$ cat src/hdl/ogcu_pkg.sv
// shared types, constants and inflation mask table for the occupancy grid cell update
`timescale 1ns / 1ps
`default_nettype none

package ogcu_pkg;

	// map geometry and mask radius
	localparam int MAP_WIDTH   = 256;
	localparam int MAP_HEIGHT  = 256;
	localparam int MASK_RADIUS = 3;

	// only columns and rows 0..255 are addressable
	localparam int GRID_W = (MAP_WIDTH < 256) ? MAP_WIDTH : 256;
	localparam int GRID_H = (MAP_HEIGHT < 256) ? MAP_HEIGHT : 256;

	localparam int COORD_W    = 8;
	localparam int ADDR_W     = 2 * COORD_W;
	localparam int CELLS      = 1 << ADDR_W;
	localparam int NB_W       = COORD_W + 2;
	localparam int LO_W       = 16;
	localparam int SUM_W      = LO_W + 1;
	localparam int LIMIT_W    = 15;
	localparam int CNT_W      = 6;
	localparam int MASK_SLOTS = 64;
	localparam int OFF_W      = 4;
	localparam int APB_ADDR_W = 4;
	localparam int APB_DATA_W = 32;

	localparam logic [CNT_W-1:0] CNT_MAX = '1;

	// register reset values
	localparam logic signed [LO_W-1:0]    RST_HIT_INC  = 16'sd218;
	localparam logic signed [LO_W-1:0]    RST_MISS_INC = -16'sd102;
	localparam logic        [LIMIT_W-1:0] RST_CLAMP    = 15'd2560;
	localparam logic        [LIMIT_W-1:0] RST_THRESH   = 15'd512;

	typedef enum logic [1:0] {
		REG_HIT_INC  = 2'd0,
		REG_MISS_INC = 2'd1,
		REG_CLAMP    = 2'd2,
		REG_THRESH   = 2'd3
	} reg_idx_t;

	typedef enum logic [1:0] {
		CLS_UNKNOWN  = 2'd0,
		CLS_EMPTY    = 2'd1,
		CLS_OCCUPIED = 2'd2,
		CLS_INFLATED = 2'd3
	} cell_class_t;

	typedef enum logic [2:0] {
		ST_CLEAR,
		ST_IDLE,
		ST_ADD,
		ST_CENTER,
		ST_WALK,
		ST_DRAIN,
		ST_FLUSH
	} ogcu_state_t;

	typedef struct packed {
		logic signed [LO_W-1:0]    hit_inc;
		logic signed [LO_W-1:0]    miss_inc;
		logic        [LIMIT_W-1:0] clamp_limit;
		logic        [LIMIT_W-1:0] threshold;
	} ogcu_cfg_t;

	// one stored cell: log-odds, inflation count, center mark
	typedef struct packed {
		logic signed [LO_W-1:0]  lval;
		logic        [CNT_W-1:0] count;
		logic                    center;
	} cell_word_t;

	typedef struct packed {
		logic              en;
		logic [ADDR_W-1:0] addr;
		cell_word_t        data;
	} ogcu_wr_t;

	function automatic int mask_count();
		int n;
		n = 0;
		for (int x = 0; x < MASK_RADIUS; x++) begin
			for (int y = 0; y < MASK_RADIUS; y++) begin
				if (!(x == 0 && y == 0) && (x * x + y * y <= MASK_RADIUS * MASK_RADIUS)
						&& (n + 4 <= MASK_SLOTS)) begin
					if (x != 0) n++;
					if (y != 0) n++;
					if (x != 0 && y != 0) n++;
					n++;
				end
			end
		end
		return n;
	endfunction

	localparam int MASK_N     = mask_count();
	localparam int MASK_DEPTH = (MASK_N > 0) ? MASK_N : 1;
	localparam int IDX_W      = (MASK_DEPTH > 1) ? $clog2(MASK_DEPTH) : 1;

	typedef struct packed {
		logic signed [OFF_W-1:0] dx;
		logic signed [OFF_W-1:0] dy;
	} mask_off_t;

	typedef mask_off_t [MASK_DEPTH-1:0] mask_tab_t;

	// mask order: x outer, y inner, mirrored offsets before the positive one
	function automatic mask_tab_t build_mask();
		mask_tab_t tab;
		int n;
		tab = '0;
		n = 0;
		for (int x = 0; x < MASK_RADIUS; x++) begin
			for (int y = 0; y < MASK_RADIUS; y++) begin
				if (!(x == 0 && y == 0) && (x * x + y * y <= MASK_RADIUS * MASK_RADIUS)
						&& (n + 4 <= MASK_SLOTS)) begin
					if (x != 0) begin
						tab[n].dx = OFF_W'(-x);
						tab[n].dy = OFF_W'(y);
						n++;
					end
					if (y != 0) begin
						tab[n].dx = OFF_W'(x);
						tab[n].dy = OFF_W'(-y);
						n++;
					end
					if (x != 0 && y != 0) begin
						tab[n].dx = OFF_W'(-x);
						tab[n].dy = OFF_W'(-y);
						n++;
					end
					tab[n].dx = OFF_W'(x);
					tab[n].dy = OFF_W'(y);
					n++;
				end
			end
		end
		return tab;
	endfunction

	localparam mask_tab_t         MASK_TAB = build_mask();
	localparam logic [IDX_W-1:0]  IDX_LAST = IDX_W'(MASK_DEPTH - 1);

	function automatic cell_class_t class_of(
		logic signed [LO_W-1:0]    lo,
		logic        [CNT_W-1:0]   cnt,
		logic        [LIMIT_W-1:0] thr
	);
		logic signed [LO_W-1:0] t;
		cell_class_t cls;
		t = $signed({1'b0, thr});
		if (lo > t) begin
			cls = CLS_OCCUPIED;
		end else if (cnt != '0) begin
			cls = CLS_INFLATED;
		end else if (lo < -t) begin
			cls = CLS_EMPTY;
		end else begin
			cls = CLS_UNKNOWN;
		end
		return cls;
	endfunction

endpackage

`default_nettype wire

$ cat src/hdl/ogcu_cfg_regs.sv
// apb configuration registers: increments, clamp limit, threshold
`timescale 1ns / 1ps
`default_nettype none

module ogcu_cfg_regs (
	input  wire                                  clk,
	input  wire                                  arst_n,
	input  wire                                  psel,
	input  wire                                  penable,
	input  wire                                  pwrite,
	input  wire  [ogcu_pkg::APB_ADDR_W-1:0]      paddr,
	input  wire  [ogcu_pkg::APB_DATA_W-1:0]      pwdata,
	output logic [ogcu_pkg::APB_DATA_W-1:0]      prdata,
	output logic                                 pready,
	output ogcu_pkg::ogcu_cfg_t                  cfg
);

	ogcu_pkg::ogcu_cfg_t cfg_q;
	ogcu_pkg::reg_idx_t  idx;
	logic                wr_req;

	assign idx    = ogcu_pkg::reg_idx_t'(paddr[ogcu_pkg::APB_ADDR_W-1:2]);
	assign wr_req = psel && penable && pwrite && pready;
	assign pready = 1'b1;
	assign cfg    = cfg_q;

	always_ff @(posedge clk or negedge arst_n) begin
		if (!arst_n) begin
			cfg_q.hit_inc     <= ogcu_pkg::RST_HIT_INC;
			cfg_q.miss_inc    <= ogcu_pkg::RST_MISS_INC;
			cfg_q.clamp_limit <= ogcu_pkg::RST_CLAMP;
			cfg_q.threshold   <= ogcu_pkg::RST_THRESH;
		end else if (wr_req) begin
			case (idx)
				ogcu_pkg::REG_HIT_INC:  cfg_q.hit_inc     <= pwdata[ogcu_pkg::LO_W-1:0];
				ogcu_pkg::REG_MISS_INC: cfg_q.miss_inc    <= pwdata[ogcu_pkg::LO_W-1:0];
				ogcu_pkg::REG_CLAMP:    cfg_q.clamp_limit <= pwdata[ogcu_pkg::LIMIT_W-1:0];
				ogcu_pkg::REG_THRESH:   cfg_q.threshold   <= pwdata[ogcu_pkg::LIMIT_W-1:0];
				default: ;
			endcase
		end
	end

	// signed registers read back sign extended
	always_comb begin
		case (idx)
			ogcu_pkg::REG_HIT_INC: prdata = {
				{(ogcu_pkg::APB_DATA_W - ogcu_pkg::LO_W){cfg_q.hit_inc[ogcu_pkg::LO_W-1]}},
				cfg_q.hit_inc};
			ogcu_pkg::REG_MISS_INC: prdata = {
				{(ogcu_pkg::APB_DATA_W - ogcu_pkg::LO_W){cfg_q.miss_inc[ogcu_pkg::LO_W-1]}},
				cfg_q.miss_inc};
			ogcu_pkg::REG_CLAMP: prdata = {
				{(ogcu_pkg::APB_DATA_W - ogcu_pkg::LIMIT_W){1'b0}}, cfg_q.clamp_limit};
			ogcu_pkg::REG_THRESH: prdata = {
				{(ogcu_pkg::APB_DATA_W - ogcu_pkg::LIMIT_W){1'b0}}, cfg_q.threshold};
			default: prdata = '0;
		endcase
	end

endmodule

`default_nettype wire

$ cat config.mk
export PLATFORM = sky130hd
export DESIGN_NAME = ogcu_cfg_regs
export DESIGN_NICKNAME = d
export VERILOG_FILES = /design/src/hdl/ogcu_pkg.sv /design/src/hdl/ogcu_cfg_regs.sv
export SDC_FILE = /design/constraint.sdc
export NUM_CORES = 1
export LEC_CHECK = 0
export ABC_AREA = 1
export BUFFER_PORTS_ARGS = -buffer_cell sky130_fd_sc_hd__buf_2
export CAP_MARGIN = 10
export CORE_AREA = 5 5 92 94
export DETAILED_ROUTE_END_ITERATION = 7
export DIE_AREA = 0 0 97 99
export GPL_TIMING_DRIVEN = 0
export HOLD_SLACK_MARGIN = 0.03
export PLACE_DENSITY = 0.72
export SLEW_MARGIN = 30
export SYNTH_ARGS = -nofsm -noshare
export SYNTH_HDL_FRONTEND = slang
export SYNTH_SLANG_ARGS = --single-unit
export TNS_END_PERCENT = 5
$ cat constraint.sdc
create_clock -name clk -period 1.3 [get_ports clk]
set_input_delay 0.065 -clock clk [delete_from_list [all_inputs] [get_ports clk]]
set_output_delay 0.065 -clock clk [all_outputs]
set_load 0.05 [all_outputs]
Yosys cells after proc, flatten, opt, wreduce, memory -nomap -nowiden --
Index checks and enable logic that the tools add are counted.
Storage, ports and cells: register bits after elaboration 62, bits in writable memories 0, word-level logic and storage cells 15, bits in latches 0, output and inout bits 95, ROM bits 0, bits of input ports 41, memories 0
Operators by class: shift operators 0, order comparisons 0, bitwise gates (word level) 0, add/sub/neg operators 0, divide/modulo/power cells 0, equality and inequality tests 3, multiplexer cells 1, reduce and logical (&&, ||, !) cells 7, multiply operators 0
Operators with widths (count):
- 32-bit case mux with 4 select lines | 1
- 2-bit AND reduction | 4
- 2-bit == test (second input constant) | 2
- 2-bit by 1-bit == test with 1-bit output (second input constant) | 1
- 1-bit logical AND | 2
- 2-bit logical NOT | 1

Longest topological paths before layout --
word-level depth 3, gate-level depth with buffers 8, mapped depth without buffers 6

Worst setup path after synthesis --
OpenSTA, ideal clock, no wires.
path kind register to output, start point reg cfg_q (netlist bit cfg[45]), end point out prdata[16] (netlist bit), path buffers 1, stages on the path, launching flop included 4, arrival time 1.683 ns, path slack -0.448 ns, data required time 1.235 ns, cells stage by stage dfstp_2 nand2_1 nand2_1 buf_4
Between the ends: longest elaborated chain between the ends 1
Ends and longest elaborated chain:
- from (decl) | RTL line ogcu_cfg_regs.sv:18 | ogcu_pkg::ogcu_cfg_t cfg_q;
- 32-bit case mux with 4 select lines | RTL line ogcu_cfg_regs.sv:46 | case (idx)
- to (decl) | RTL line ogcu_cfg_regs.sv:13 | output logic [ogcu_pkg::APB_DATA_W-1:0] prdata,
Every way passes these cells.

Final worst setup path --
start point reg cfg_q (netlist bit cfg[45]), end point out prdata[21] (netlist bit)
Same word-level chain as after synthesis.

==> results.cfg <==
[finish]
diodes = 0
drive_above_1_share_pct = 46.54
largest_reg_flops = 62
layout.nets = 571
final_cells = 637
area_delta_synth_final_pct = 44.67
fin_area_sq_mm = 0.004705

[synthesis]
synth_area_leaders = dfrtp_1 (32%), nand2_1 (20%), dfstp_2 (16%)
synth_common_cells = nand2_1 (174), nand3_1 (45), dfrtp_1 (42), nand2_2 (33), dfstp_2 (20)
synth_edf_count = 0
yosys.area_share.simple_pct = 41.48
synth_seq_cells = 62
synth.distinct_cells = 18
async_flop_share_pct = 100.0
synth_compound_area_share_pct = 0
synthAdderAreaFrac_pct = 0
ys.warnings.count = 0
synth_top_family_by_area = simple AND/OR/NAND/NOR gates
synth_xor_area_share_pct = 0
synthCells = 385
yosysMostFrequentCell = nand2_1
synth.cell_area_sq_mm = 0.003252
syn_avg_cell_area_sq_um = 8.446
syn_nets = 426
synth.area.mux_share_pct = 0
ys.flop_type = dfrtp_1
ys_seq_area_share_pct = 48.48
post-synth-top-area-cell = dfrtp_1
synth_top_cell_area_share_pct = 32.32

[setup_path]
r2r_setup_slack_ns = 0.49
cp_data_arrival_time_ns = 1.36
worst_path_max_delay_cell = dfstp_2
startpoint_type = flop
cp_slowest_stage_delay_ns = 0.55
crit_family = flip-flops
cp_num_cells = 4
r2r_end = cfg[45]
cp.required_ns = 1.24
crit_start = cfg[45]
path_cells = nand2_4 > nand2_8 > buf_6 > buf_8
r2r-start = cfg[45]
worstPathMaxFanout = 8
critical_path.endpoint = prdata[21]
r2r_cells = 3
critPathBufInv = 2
setup.worst_path.class = reg -> out
end_kind = primary output

[route]
vias = 3183
drt_wl_total_um = 10610
drc = 0
viasPerCell = 4.997
ant_nets = 0
first_pass_iters = 4
routedWlPerCell_um = 16.66
drtIter0Drc = 162

[grt]
grt.met1_usage_pct = 29.23
grt.busiest_layer = met2
grt_pass1_wl_um = 16990
grt_max_degree = 63
antenna_found_initial = 0
grt_overflow = 0
grtUsageMet2_pct = 36.31
grtUsageMet3_pct = 5.803
grt_pass1_vias = 3246
grt_usage_pct = 22.44

[sta]
max_freq_mhz = 702.7
fin_hold_ws_ns = 0.1266
setup_slack_ns = -0.1230
slew_violations = 0
rsz0062_at_grt = true
tns_ns = -1.893
fin_skew_ns = 0
finalSetupViolCount = 23
finalHoldViolCount = 0
slew_headroom_pct = 47.29
fin_crit_ns = 1.423
worst_pin_slew_ns = 0.7906
finalCritPeriodShare_pct = 109.5

[outcome]
violations = setup timing
status = complete, but fails checks

[cts]
tritoncts = yes
htree_levels = 3
cts_made_buffers = 9
clockBufferDepth = 2
cts.sinks = 62
root_buffer = clkbuf_8
cts.clk_slew.worst_paths_ns = 0.07
clock_latency_ns = 0.33

[die]
core.rowCount = 32
dieArea_sq_mm = 0.009603
core_sq_mm = 0.007567
boundaryPins = 136
fp.dieW_um = 97
die_h_um = 99
start_util_pct = 42.97

[hold_path]
hold-path-cell-count = 5
holdCritPathClass = in -> reg

[flow_run]
maxCapViolCount = 0

[pwr]
switchingPower_w = 0.003944
power_w = 0.008192
internal-power_w = 0.004247
p_leak_nw = 2.513
comb_power_share_pct = 48.0
pwr-share-seq_pct = 34.0
powerDensity_mw_per_mm2 = 1741
vdd_ir_drop_max_v = 0.001009
power.share.switching_pct = 48.15
clkPwrFrac_pct = 18.0

[place]
dp_hpwl_um = 6934
dp_cells = 601
port_buffers = 114
routabilityCongestion = 0.8554
placed_cell_area_sq_mm = 0.004033
## final cells by class
| type | instances | area, sq um |
|---|---|---|
| Sequential cell | 62 | 1578 |
| Tap cell | 102 | 127.6 |
| Fill cell | 684 | 2863 |
| Clock buffer | 12 | 145.1 |
| Multi-Input combinational cell | 283 | 1450 |
| Clock inverter | 4 | 22.52 |
| Inverter | 6 | 32.53 |
| Timing Repair Buffer | 132 | 998.5 |
| Buffer | 36 | 350.3 |
## worst min-delay path, delay by kind of cell
kind	cells	cell delay, ns
AND/OR/NAND/NOR	4	0.26
buffers and inverters	1	0.12
## layout by cell type (no fill, tap or decap)
cell type	count
nand2_1	171
buf_2	87
dfrtp_1	41
buf_6	39
nand3_1	38
nand2_2	33
dfstp_2	20
dlygate4sd3_1	17
buf_8	16
nand4_1	15
clkbuf_8	10
nand2_4	9
nand3_2	7
buf_4	6
nor2_4	4
inv_2	4
clkbuf_1	3
clkinv_2	3
inv_6	2
nand2_8	2
nor2_8	2
clkbuf_4	2
nand3_4	1
conb_1	1
dfrtp_2	1
clkinvlp_4	1
## power groups by stage
stage               registers [W]  logic, W  clock network, W
finish                    0.00279   0.00393           0.00148
global route              0.00284   0.00413           0.00158
CTS                       0.00277   0.00392           0.00150
detailed placement        0.00279   0.00358                 0
global placement          0.00279   0.00354                 0
floorplan                 0.00417   0.00134                 0
## metal layers
layer / routed length, um / vias to the layer above / share of wire [%]
li1: - / 1508 / -
met1: 4431 / 1506 / 42
met2: 5126 / 155 / 48
met3: 904 / 14 / 8.5
met4: 148 / 0 / 1.4
met5: 0 / - / 0
## per-stage QoR
step           worst slack [ns]  utilization (%)
6_report                -0.1230            62.17
5_1_grt                 -0.1753            62.17
4_1_cts                 -0.1328            61.82
3_5_place_dp            -0.1960            53.29
3_3_place_gp            -0.1698            53.26
2_1_floorplan         0.0007133                -
## worst min path at each step
stage / endpoint / slack (ns) / startpoint
after floorplan: cfg[0] / -0.23 / arst_n
after global placement: cfg[45] / 0.28 / pwdata[15]
after detailed placement: cfg[51] / 0.20 / arst_n
after CTS: cfg[31] / 0.11 / paddr[2]
after global routing: cfg[18] / 0.12 / paddr[3]
final: cfg[31] / 0.13 / paddr[2]
## kinds of logic (layout without fill, tap and decap cells)
kind of cell / Yosys count / in the layout
flip-flops: 62 / 62
buffers and inverters: 42 / 190
AND/OR/NAND/NOR: 280 / 282
other: 1 / 1
## timing repair
| item | in CTS | in global routing |
|---|---|---|
| endpoints found under the hold margin | 104 | 0 |
| hold buffers | 17 | 0 |
| pin swaps | 14 | 3 |
| setup endpoints to repair | 29 | 32 |
| buffers inserted | 1 | 0 |
| gates resized for setup | 81 | 8 |
| gates cloned | 2 | 0 |
(Power assumes the default switching activity.)
